## src/rtl/core/eau_pkg.sv

```systemverilog
// ---------------------------------------------------------------------------
// eau_pkg - shared types for the 6502 effective address unit
// Item and result layouts, addressing mode codes and resolution phases.
// ---------------------------------------------------------------------------
package eau_pkg;

    localparam int unsigned SDATA_W = 48;  // 45 payload bits, padded to bytes
    localparam int unsigned MDATA_W = 24;  // 17 payload bits, padded to bytes

    typedef enum logic [3:0] {
        MODE_IMM  = 4'd0,
        MODE_ZP   = 4'd1,
        MODE_ZPX  = 4'd2,
        MODE_ZPY  = 4'd3,
        MODE_REL  = 4'd4,
        MODE_ABS  = 4'd5,
        MODE_ABSX = 4'd6,
        MODE_ABSY = 4'd7,
        MODE_IND  = 4'd8,
        MODE_INDX = 4'd9,
        MODE_INDY = 4'd10
    } t_mode;

    typedef enum logic [2:0] {
        PH_IDLE  = 3'd0,
        PH_OPLO  = 3'd1,
        PH_OPHI  = 3'd2,
        PH_PTRLO = 3'd3,
        PH_PTRHI = 3'd4
    } t_phase;

    localparam logic FUNC_START = 1'b0;
    localparam logic FUNC_DATA  = 1'b1;

    typedef struct packed {
        logic        func;
        logic [3:0]  mode;
        logic [15:0] operand_address;
        logic [7:0]  index_x;
        logic [7:0]  index_y;
        logic        need_value;
        logic [7:0]  read_data;
    } t_in_item;

    typedef struct packed {
        logic        done_res;
        logic [15:0] address;
        logic        page_crossed;
    } t_result;

    // Handshake between input stage and result stage
    typedef struct packed {
        logic full;   // input register holds an item
        logic take;   // result register can load this cycle
    } t_stage_ctl;

endpackage

```

## src/rtl/core/eau_in_stage.sv

```systemverilog
// ---------------------------------------------------------------------------
// eau_in_stage - input register
// Holds one accepted item until the result register can take its result.
// ---------------------------------------------------------------------------
module eau_in_stage
    import eau_pkg::*;
(
    input  logic       i_clk,
    input  logic       i_rst_n,
    input  logic       i_valid,
    output logic       o_ready,
    input  t_in_item   i_item,
    input  logic       i_take,
    output logic       o_fire,
    output t_stage_ctl o_ctl,
    output t_in_item   o_item
);

    logic     r_valid;
    logic     n_valid;
    t_in_item r_item;

    assign o_fire  = r_valid & i_take;
    assign o_ready = ~r_valid | o_fire;
    assign n_valid = (i_valid & o_ready) | (r_valid & ~o_fire);

    always_ff @(posedge i_clk) begin
        if (!i_rst_n) begin
            r_valid <= 1'b0;
        end else begin
            r_valid <= n_valid;
        end
    end

    // payload only
    always_ff @(posedge i_clk) begin
        if (i_valid && o_ready) begin
            r_item <= i_item;
        end
    end

    assign o_item    = r_item;
    assign o_ctl     = '{full: r_valid, take: i_take};

endmodule

```

## src/rtl/core/eau_core.sv

```systemverilog
// ---------------------------------------------------------------------------
// eau_core - address resolution step
// Holds the resolution state and works out one result per fired item.
// ---------------------------------------------------------------------------
module eau_core
    import eau_pkg::*;
(
    input  logic     i_clk,
    input  logic     i_rst_n,
    input  logic     i_fire,
    input  t_in_item i_item,
    output t_result  o_res
);

    t_phase      r_phase,  n_phase;
    logic [3:0]  r_mode,   n_mode;
    logic [7:0]  r_x,      n_x;
    logic [7:0]  r_y,      n_y;
    logic        r_value,  n_value;
    logic [7:0]  r_low,    n_low;
    logic [15:0] r_work,   n_work;

    logic [7:0]  d;
    logic [15:0] base;
    logic [7:0]  idx;
    logic [15:0] ea;
    logic        crossed;
    t_result     res;

    assign d    = i_item.read_data;
    assign base = {d, r_low};
    assign idx  = (r_mode == MODE_ABSX) ? r_x : r_y;
    assign ea   = base + {8'h00, idx};
    // page cross only counts for value reads
    assign crossed = r_value & (ea[15:8] != base[15:8]);

    always_comb begin
        n_phase = r_phase;
        n_mode  = r_mode;
        n_x     = r_x;
        n_y     = r_y;
        n_value = r_value;
        n_low   = r_low;
        n_work  = r_work;
        res     = '{done_res: 1'b1, address: 16'h0000, page_crossed: 1'b0};

        if (i_item.func == FUNC_START) begin
            // a start abandons anything in flight
            n_mode  = i_item.mode;
            n_x     = i_item.index_x;
            n_y     = i_item.index_y;
            n_value = i_item.need_value;
            unique case (i_item.mode)
                MODE_IMM, MODE_REL: begin
                    n_phase     = PH_IDLE;
                    res.address = i_item.operand_address;
                end
                MODE_ZP, MODE_ZPX, MODE_ZPY, MODE_ABS, MODE_ABSX, MODE_ABSY,
                MODE_IND, MODE_INDX, MODE_INDY: begin
                    n_phase      = PH_OPLO;
                    n_work       = i_item.operand_address;
                    res.done_res = 1'b0;
                    res.address  = i_item.operand_address;
                end
                default: begin
                    n_phase = PH_IDLE;   // unknown mode ends at zero
                end
            endcase
        end else begin
            unique case (r_phase)
                PH_OPLO: begin
                    case (r_mode)
                        MODE_ZP: begin
                            n_phase     = PH_IDLE;
                            res.address = {8'h00, d};
                        end
                        MODE_ZPX: begin
                            n_phase     = PH_IDLE;
                            res.address = {8'h00, d + r_x};
                        end
                        MODE_ZPY: begin
                            n_phase     = PH_IDLE;
                            res.address = {8'h00, d + r_y};
                        end
                        MODE_INDX: begin
                            n_phase      = PH_PTRLO;
                            n_work       = {8'h00, d + r_x};
                            res.done_res = 1'b0;
                            res.address  = {8'h00, d + r_x};
                        end
                        MODE_INDY: begin
                            n_phase      = PH_PTRLO;
                            n_work       = {8'h00, d};
                            res.done_res = 1'b0;
                            res.address  = {8'h00, d};
                        end
                        default: begin
                            n_low        = d;
                            n_phase      = PH_OPHI;
                            n_work       = r_work + 16'd1;
                            res.done_res = 1'b0;
                            res.address  = r_work + 16'd1;
                        end
                    endcase
                end
                PH_OPHI: begin
                    case (r_mode)
                        MODE_ABSX, MODE_ABSY: begin
                            n_phase          = PH_IDLE;
                            res.address      = ea;
                            res.page_crossed = crossed;
                        end
                        MODE_IND: begin
                            n_phase      = PH_PTRLO;
                            n_work       = base;
                            res.done_res = 1'b0;
                            res.address  = base;
                        end
                        default: begin
                            n_phase     = PH_IDLE;
                            res.address = base;
                        end
                    endcase
                end
                PH_PTRLO: begin
                    n_low        = d;
                    n_phase      = PH_PTRHI;
                    res.done_res = 1'b0;
                    if (r_mode == MODE_IND) begin
                        n_work      = r_work + 16'd1;
                        res.address = r_work + 16'd1;
                    end else begin
                        // zero-page pointer wraps in page zero
                        n_work      = {8'h00, r_work[7:0] + 8'd1};
                        res.address = {8'h00, r_work[7:0] + 8'd1};
                    end
                end
                PH_PTRHI: begin
                    n_phase = PH_IDLE;
                    if (r_mode == MODE_INDY) begin
                        res.address      = ea;
                        res.page_crossed = crossed;
                    end else begin
                        res.address = base;
                    end
                end
                default: begin
                    // data with nothing pending: no state change
                end
            endcase
        end
    end

    always_ff @(posedge i_clk) begin
        if (!i_rst_n) begin
            r_phase <= PH_IDLE;
            r_mode  <= 4'h0;
            r_x     <= 8'h00;
            r_y     <= 8'h00;
            r_value <= 1'b0;
            r_low   <= 8'h00;
            r_work  <= 16'h0000;
        end else if (i_fire) begin
            r_phase <= n_phase;
            r_mode  <= n_mode;
            r_x     <= n_x;
            r_y     <= n_y;
            r_value <= n_value;
            r_low   <= n_low;
            r_work  <= n_work;
        end
    end

    assign o_res = res;

endmodule

```

## src/rtl/core/eau_out_stage.sv

```systemverilog
// ---------------------------------------------------------------------------
// eau_out_stage - result register
// Holds one result until the downstream side takes it.
// ---------------------------------------------------------------------------
module eau_out_stage
    import eau_pkg::*;
(
    input  logic    i_clk,
    input  logic    i_rst_n,
    input  logic    i_load,
    input  t_result i_res,
    input  logic    i_ready,
    output logic    o_free,
    output logic    o_valid,
    output t_result o_res
);

    logic    r_valid;
    logic    n_valid;
    t_result r_res;

    assign o_free  = ~r_valid | i_ready;
    assign n_valid = i_load | (r_valid & ~i_ready);

    always_ff @(posedge i_clk) begin
        if (!i_rst_n) begin
            r_valid <= 1'b0;
        end else begin
            r_valid <= n_valid;
        end
    end

    always_ff @(posedge i_clk) begin
        if (i_load) begin
            r_res <= i_res;
        end
    end

    assign o_valid = r_valid;
    assign o_res   = r_res;

endmodule

```

## src/rtl/core/cpu6502_effective_address_unit.sv

```systemverilog
// ---------------------------------------------------------------------------
// cpu6502_effective_address_unit - 6502 addressing mode resolution
// Runs the operand and pointer fetches of a 6502 addressing mode as an
// exchange of items with memory and returns the effective address.
// ---------------------------------------------------------------------------
//  channel  | dir | tdata (lsb up)                              | tuser
//  ---------+-----+---------------------------------------------+-----------
//  s_axis   | in  | mode, operand_address, index_x, index_y,    | func
//           |     | need_value, read_data (45 bits, pad to 48)  |
//  m_axis   | out | address, page_crossed (17 bits, pad to 24)  | done_res
//
//  One item per cycle sustained while m_axis is not stalled; an accepted item
//  is loaded into the input register and its result then into the result
//  register, which raises m_axis tvalid. The step logic between them is
//  16-bit and 8-bit adds and a mode/phase mux.
//  Synchronous active-low reset clears the phase, latches and both valids.
//  A stall on m_axis holds the result; the input register still takes one
//  more item before s_axis tready drops.
// ---------------------------------------------------------------------------
module cpu6502_effective_address_unit
    import eau_pkg::*;
(
    input  logic               i_clk,
    input  logic               i_rst_n,
    input  logic               i_s_axis_tvalid,
    output logic               o_s_axis_tready,
    // mode[3:0], operand_address[19:4], index_x[27:20], index_y[35:28],
    // need_value[36], read_data[44:37], zero pad[47:45]
    input  logic [SDATA_W-1:0] i_s_axis_tdata,
    // func
    input  logic               i_s_axis_tuser,
    output logic               o_m_axis_tvalid,
    input  logic               i_m_axis_tready,
    // address[15:0], page_crossed[16], zero pad[23:17]
    output logic [MDATA_W-1:0] o_m_axis_tdata,
    // done_res
    output logic               o_m_axis_tuser
);

    t_in_item   s_item;
    t_in_item   q_item;
    t_result    c_res;
    t_result    q_res;
    t_stage_ctl ctl;
    logic       fire;
    logic       out_free;

    // unpack the slave beat
    assign s_item.func            = i_s_axis_tuser;
    assign s_item.mode            = i_s_axis_tdata[3:0];
    assign s_item.operand_address = i_s_axis_tdata[19:4];
    assign s_item.index_x         = i_s_axis_tdata[27:20];
    assign s_item.index_y         = i_s_axis_tdata[35:28];
    assign s_item.need_value      = i_s_axis_tdata[36];
    assign s_item.read_data       = i_s_axis_tdata[44:37];

    eau_in_stage u_in (
        .i_clk   (i_clk),
        .i_rst_n (i_rst_n),
        .i_valid (i_s_axis_tvalid),
        .o_ready (o_s_axis_tready),
        .i_item  (s_item),
        .i_take  (out_free),
        .o_fire  (fire),
        .o_ctl   (ctl),
        .o_item  (q_item)
    );

    // state advances only when the result can be stored
    eau_core u_core (
        .i_clk   (i_clk),
        .i_rst_n (i_rst_n),
        .i_fire  (fire),
        .i_item  (q_item),
        .o_res   (c_res)
    );

    eau_out_stage u_out (
        .i_clk   (i_clk),
        .i_rst_n (i_rst_n),
        .i_load  (fire),
        .i_res   (c_res),
        .i_ready (i_m_axis_tready),
        .o_free  (out_free),
        .o_valid (o_m_axis_tvalid),
        .o_res   (q_res)
    );

    assign o_m_axis_tdata = {7'b0000000, q_res.page_crossed, q_res.address};
    assign o_m_axis_tuser = q_res.done_res;

    // ---- assertions ----

    // a read request never carries a page-cross flag
    a_req_no_cross: assert property (@(posedge i_clk) disable iff (!i_rst_n)
        (o_m_axis_tvalid && !o_m_axis_tuser) |-> !o_m_axis_tdata[16])
        else $error("page_crossed set on a read request");

    // every stepped item lands in the result register
    a_fire_loads: assert property (@(posedge i_clk) disable iff (!i_rst_n)
        fire |=> o_m_axis_tvalid)
        else $error("stepped item produced no result");

    // full input register behind a stalled result blocks the slave side
    a_backpressure: assert property (@(posedge i_clk) disable iff (!i_rst_n)
        (ctl.full && o_m_axis_tvalid && !i_m_axis_tready) |-> !o_s_axis_tready)
        else $error("item accepted with both stages blocked");

    // no step unless the result side has room
    a_step_room: assert property (@(posedge i_clk) disable iff (!i_rst_n)
        fire |-> ctl.take)
        else $error("step without room for the result");

endmodule
```

## config.mk

```make
export PLATFORM = sky130hd
export DESIGN_NAME = cpu6502_effective_address_unit
export DESIGN_NICKNAME = d
export VERILOG_FILES = /design/src/rtl/core/eau_pkg.sv /design/src/rtl/core/eau_in_stage.sv /design/src/rtl/core/eau_core.sv /design/src/rtl/core/eau_out_stage.sv /design/src/rtl/core/cpu6502_effective_address_unit.sv
export SDC_FILE = /design/constraint.sdc
export NUM_CORES = 1
export LEC_CHECK = 0
export BUFFER_PORTS_ARGS = -buffer_cell sky130_fd_sc_hd__buf_2
export CORE_MARGIN = 2
export CORE_UTILIZATION = 61
export DETAILED_ROUTE_END_ITERATION = 6
export GPL_TIMING_DRIVEN = 1
export PLACE_DENSITY = 0.84
export SLEW_MARGIN = 20
export SYNTH_ARGS = -nofsm -noshare
export SYNTH_HDL_FRONTEND = slang
export SYNTH_HIERARCHICAL = 1
export SYNTH_SLANG_ARGS = --single-unit
```

## constraint.sdc

```tcl
create_clock -name i_clk -period 8.8 [get_ports i_clk]
set_clock_uncertainty 0.1 [all_clocks]
set_input_delay 1.32 -clock i_clk [delete_from_list [all_inputs] [get_ports i_clk]]
set_output_delay 1.32 -clock i_clk [all_outputs]
set_load 0.03 [all_outputs]
```

==> results.ini, run 1 <==
[status]
status=finished, violations left
violations=DRC

[route]
wl_um=21700
dr.pass1.iters=7
ant_nets=0
drc=4
vias=6398
wl_per_cell_um=23.2
vias_per_cell=6.84
drtIter0Drc=857

[timing]
slew_headroom=0.180
final_max_slew_viol_count=0
grt_setup_unrepaired=false
timing.final.crit_period_ns=4.55
fin_crit_sh=0.517
worst_slack_ns=4.25
setup_viol=0
clock.fmax_mhz=220
finalSetupTns_ns=0
tightest_slew_ns=1.23
final_hold_viol_count=0

[power]
power_frac_comb=0.095
p_leak_nw=3.02
p_sw_uw=359
swShare=0.241
p_per_area_mw_per_mm2=189
clkPwrFrac=0.489
peakVddDrop_uv=228
pwr-share-seq=0.416
power.internal_mw=1.13

[clock_tree]
cts_buffer_depth=2
cts_resized=0
clkTransAtPathRegs_ns=0.06
cts_setup_buffers=0
cts_root_buffer=clkbuf_8
cts_tree=built
cts_hold_buffers=0
cts.sinks=114
numCtsBuffers=17
htree_levels=4
clock_latency_ns=0.53

[layout]
area_growth_pct=14.5
seqCellArea_mm2=0.00292
n_antenna_cell=0
nets=864
multi_input_area_mm2=0.00365
fill_cells=801
final_area_mm2=0.00786
drive_gt1_frac=0.170

[worst_setup_path]
crit_path_max_fanout=16
required_ns=8.97
reg2reg_slack_ns=4.25
crit_path_end_kind=flip-flop
crit_type=flip-flop to flip-flop
crit_slowest_cell=dfxtp_1
crit_top_cell=or4_1
crit_family=simple AND/OR/NAND/NOR gates
critPathArrivalTime_ns=4.72
path_cells=nand3b_1 > nor2_1 > mux2_2 > ha_1 > or4_1 > o22ai_1 > or4_1 > o2111ai_1 > a22o_1
worstSetupStartpointType=flip-flop
cpPeakStageDelay_ns=0.79
worst-path-buf-inv=0

[placed_design]
gp_congestion=0.955
port_buffers=69
post-dp-hpwl_um=14700
dpl_cell_area_mm2=0.00722
dp_slack_ns=4.46

[synthesis]
syn-instance-count=729
yosys_warnings=6
synth.cell_area_mm2=0.00686
synth_area_per_cell_um2=9.41

[die]
core_mm2=0.0109
initial_core_util=0.630
ios=80
dieArea_mm2=0.0121
core.rowCount=38
die_w_um=110
die_y_um=110

[global_route]
antenna_found_initial=1
grt_overflow=0
grt_pass1_wl_um=32700
grt_max_degree=47
grt_pass1_vias=5955
track_usage=0.372

[min_path]
hold_path_class=flip-flop to flip-flop

[run]
drv_cap=0

==> power groups by stage <==
stage	clock (mW)	sequential, mW	combinational, mW
detailed placement	0	0.628	0.136
global route	0.756	0.621	0.152
finish	0.728	0.619	0.141
CTS	0.732	0.618	0.138
floorplan	0	0.621	0.0940
global placement	0	0.627	0.131
==> cell type report <==
type / count / area share
inverters: 23 / 0.0110
flip-flops and latches: 114 / 0.372
repair buffers: 75 / 0.0497
well taps: 140 / 0.0223
clock buffers: 22 / 0.0604
clock inverters: 10 / 0.0196
multi-input cells: 551 / 0.465
==> tightest hold or removal path, stage by stage (launching register included) <==
cell      delay, ns
edfxtp_1       0.32
nand2_1        0.04
a21oi_1        0.10
==> flip-flops by register name, indices dropped and copies added, names as in the netlist <==
| register | count |
|---|---|
| u_in/o_item | 46 |
| u_out/o_res | 18 |
| u_core/r_work | 16 |
| u_core/r_low | 8 |
| u_core/r_x | 8 |
| u_core/r_y | 8 |
| u_core/r_mode | 4 |
| u_core/r_phase | 3 |
| u_core/r_value | 1 |
| u_in/r_valid | 1 |
| u_out/o_valid | 1 |
==> layer usage <==
layer / track usage / part of all wire / vias to the layer above
met5: 0 / 0 / -
met4: 0.208 / 0.045 / 0
met3: 0.0958 / 0.12 / 82
met2: 0.555 / 0.45 / 488
met1: 0.493 / 0.39 / 2984
li1: - / - / 2844
==> stage by stage <==
step	total power, mW	util	hold slack [ns]	std cells
finish	1.49	0.722	0.402	935
detailed placement	0.763	0.663	0.382	903
floorplan	0.715	-	0.337	735
global placement	0.758	0.663	0.370	903
CTS	1.49	0.721	0.399	935
global route	1.53	0.722	0.419	935
==> cells in the final DEF, fill, tap and decap left out, drive strengths merged, types with 5 or more instances in the layout <==
cell	count
nand2	89
a21oi	82
buf	75
edfxtp	64
dfxtp	50
o21ai	37
nor2	36
nand3	27
ha	26
inv	23
o211ai	22
clkbuf	22
xnor2	18
nor3	14
xor2	13
a21o	11
mux2i	10
nand2b	10
mux2	9
a211oi	9
conb	7
a22o	7
a221oi	7
a31oi	7
and2	7
a221o	6
o2111ai	6
clkinv	6
nor2b	6
o21a	5
and3	5
a22oi	5
==> worst paths after layout <==
kind / start / to / depth (start not counted)
worst max-delay path: u_core/r_mode[1] / u_out/o_res[11] / 9
worst min-delay path: u_in/o_item[18] / u_core/r_x[1] / 2
worst max register to register: u_core/r_mode[1] / u_out/o_res[11] / 9
worst min register to register: u_in/o_item[18] / u_core/r_x[1] / 2
Note: power is estimated with default switching activity, not from simulation.
==> run 2, diff against run 1 <==
- CORE_UTILIZATION: 61 -> 59
- PLACE_DENSITY: 0.84 -> 0.82
- clock period: 8.8 -> 4.21 ns (I/O delays scaled with it)
==> run 2 against run 1 <==
  * The flow now finishes without violations
  * Hold slack lost 0.12 ns
  * Wire length shrank 6.0%
  * Non-clock buffer count grew 12
  * First-iteration DRC count grew 7.1%
  * Sequential power grew 110%
  * Power grew 100%
  * Combinational power grew 120%
  * Via count shrank 0.42%
  * Setup slack lost 3.8 ns
  * Critical path type unchanged
  * Critical endpoint is now u_out/o_res[13]
==> results.ini, run 2 (synthesis results as in run 1) <==
[clock_tree]
cts_setup_buffers=0  ; unchanged
cts.sinks=114  ; unchanged
numCtsBuffers=17  ; unchanged
cts_tree=built
cts_hold_buffers=0  ; unchanged
clkTransAtPathRegs_ns=0.06  ; about the same
htree_levels=4  ; unchanged
cts_resized=0  ; unchanged
cts_root_buffer=clkbuf_16
clock_latency_ns=0.42  ; -0.11 ns
cts_buffer_depth=2  ; unchanged

[die]
die_w_um=112  ; +1.6%
initial_core_util=0.603  ; -0.0267
dieArea_mm2=0.0125  ; +3.3%
core_mm2=0.0114  ; +4.4%
ios=80  ; unchanged
die_y_um=112  ; +1.6%
core.rowCount=39  ; +2.6%

[timing]
final_hold_viol_count=0  ; unchanged
clock.fmax_mhz=263  ; +19%
timing.final.crit_period_ns=3.81  ; -0.742 ns
fin_crit_sh=0.905  ; +0.388
final_max_slew_viol_count=0  ; unchanged
setup_viol=0  ; unchanged
slew_headroom=0.227  ; +0.0471
tightest_slew_ns=1.15  ; -0.0805 ns
grt_setup_unrepaired=false
finalSetupTns_ns=0  ; unchanged
holdWs_ns=0.281  ; -0.121 ns

[layout]
n_antenna_cell=0  ; unchanged
final_area_mm2=0.00791  ; +0.72%
largest_reg_flops=46  ; unchanged
nets=876  ; +1.4%
drive_gt1_frac=0.183  ; +0.0136
layout.cells.non_filler=950  ; +1.6%
final_common_cell=nand2_1
fill_cells=855  ; +6.7%
layout_common_cells=nand2_1 (88), a21oi_1 (80), buf_2 (69)
area_growth_pct=15.4

[route]
dr.pass1.iters=6  ; -1
ant_nets=0  ; unchanged
wl_um=20400  ; -6.0%
vias=6371  ; -0.42%
drtIter0Drc=918  ; +7.1%
drc=0  ; -4
wl_per_cell_um=21.5  ; -7.5%
vias_per_cell=6.71  ; -2.0%

[placed_design]
gp_congestion=1.02  ; +6.7%
port_buffers=69  ; unchanged
post-dp-hpwl_um=14200  ; -3.2%
place_inst=918  ; +1.7%
dpl_cell_area_mm2=0.00732  ; +1.3%

[worst_setup_path]
worstSetupStartpointType=flip-flop
crit_type=flip-flop to flip-flop
crit_path_max_fanout=14  ; -2
crit_path_end_kind=flip-flop
critPathArrivalTime_ns=3.88  ; -0.84 ns
required_ns=4.28  ; -4.69 ns

[global_route]
track_usage=0.332  ; -0.0401
grt_max_degree=47  ; unchanged
grt_pass1_vias=5866  ; -1.5%
grt_overflow=0  ; unchanged
antenna_found_initial=0  ; -1
grt_pass1_wl_um=31900  ; -2.5%

[power]
p_leak_nw=3.05  ; +1.0%
p_per_area_mw_per_mm2=382  ; +100%
peakVddDrop_uv=350  ; +54%

[min_path]
hold_path_class=input pin to flip-flop

[run]
drv_cap=0  ; unchanged

[status]
status=finished clean

[run 2: cell type report]
class	count	area, µm²	area share
repair buffers	87	480	0.0607
well taps	143	179	0.0226
inverters	23	86.3	0.0109
multi-input cells	551	3650	0.461
clock inverters	12	119	0.0150
clock buffers	20	478	0.0604
flip-flops and latches	114	2920	0.369
[run 2: layer usage]
metal	GRT usage	part of all wire	routed length [µm]	vias to the layer above
li1	-	-	-	2866
met1	0.470	0.41	8400	2925
met2	0.484	0.43	8690	491
met3	0.0849	0.12	2550	89
met4	0.147	0.038	780	0
met5	0	0	0	-
[run 2: per-stage QoR]
stage | total power, mW | setup slack, ns | utilization
CTS | 3.02 | 0.501 | 0.696
floorplan | 1.49 | 0.806 | -
global route | 3.11 | 0.180 | 0.696
global placement | 1.59 | 0.647 | 0.643
detailed placement | 1.60 | 0.502 | 0.643
finish | 3.02 | 0.402 | 0.696
[run 2: path summary, 6_finish.rpt]
kind                           start              end  slack, ns  cells after the start
setup / recovery    u_core/r_mode[3]  u_out/o_res[13]       0.40                     13
hold / removal    i_s_axis_tdata[39]   u_in/o_item[2]       0.28                      1
setup reg to reg    u_core/r_mode[3]  u_out/o_res[13]       0.40                     13
hold reg to reg       u_core/r_value   u_core/r_value       0.38                      2
[run 2: worst max-delay path: stages (launching register included)]
cell and delay, ns:
dfxtp_1 0.54, nand3b_1 0.20, nor2_1 0.07, buf_4 0.20
mux2_2 0.24, ha_1 0.17, inv_1 0.06, fa_1 0.38
nand2b_1 0.18, a21oi_1 0.22, o22ai_1 0.33, o311ai_0 0.44
o211ai_1 0.18, a22o_1 0.23
[run 2: where the power goes]
part	internal (mW)	switching, mW	total (mW)
clock network	0.886	0.545	1.43
registers	1.23	0.0487	1.28
logic	0.109	0.199	0.308
total	2.23	0.793	3.02
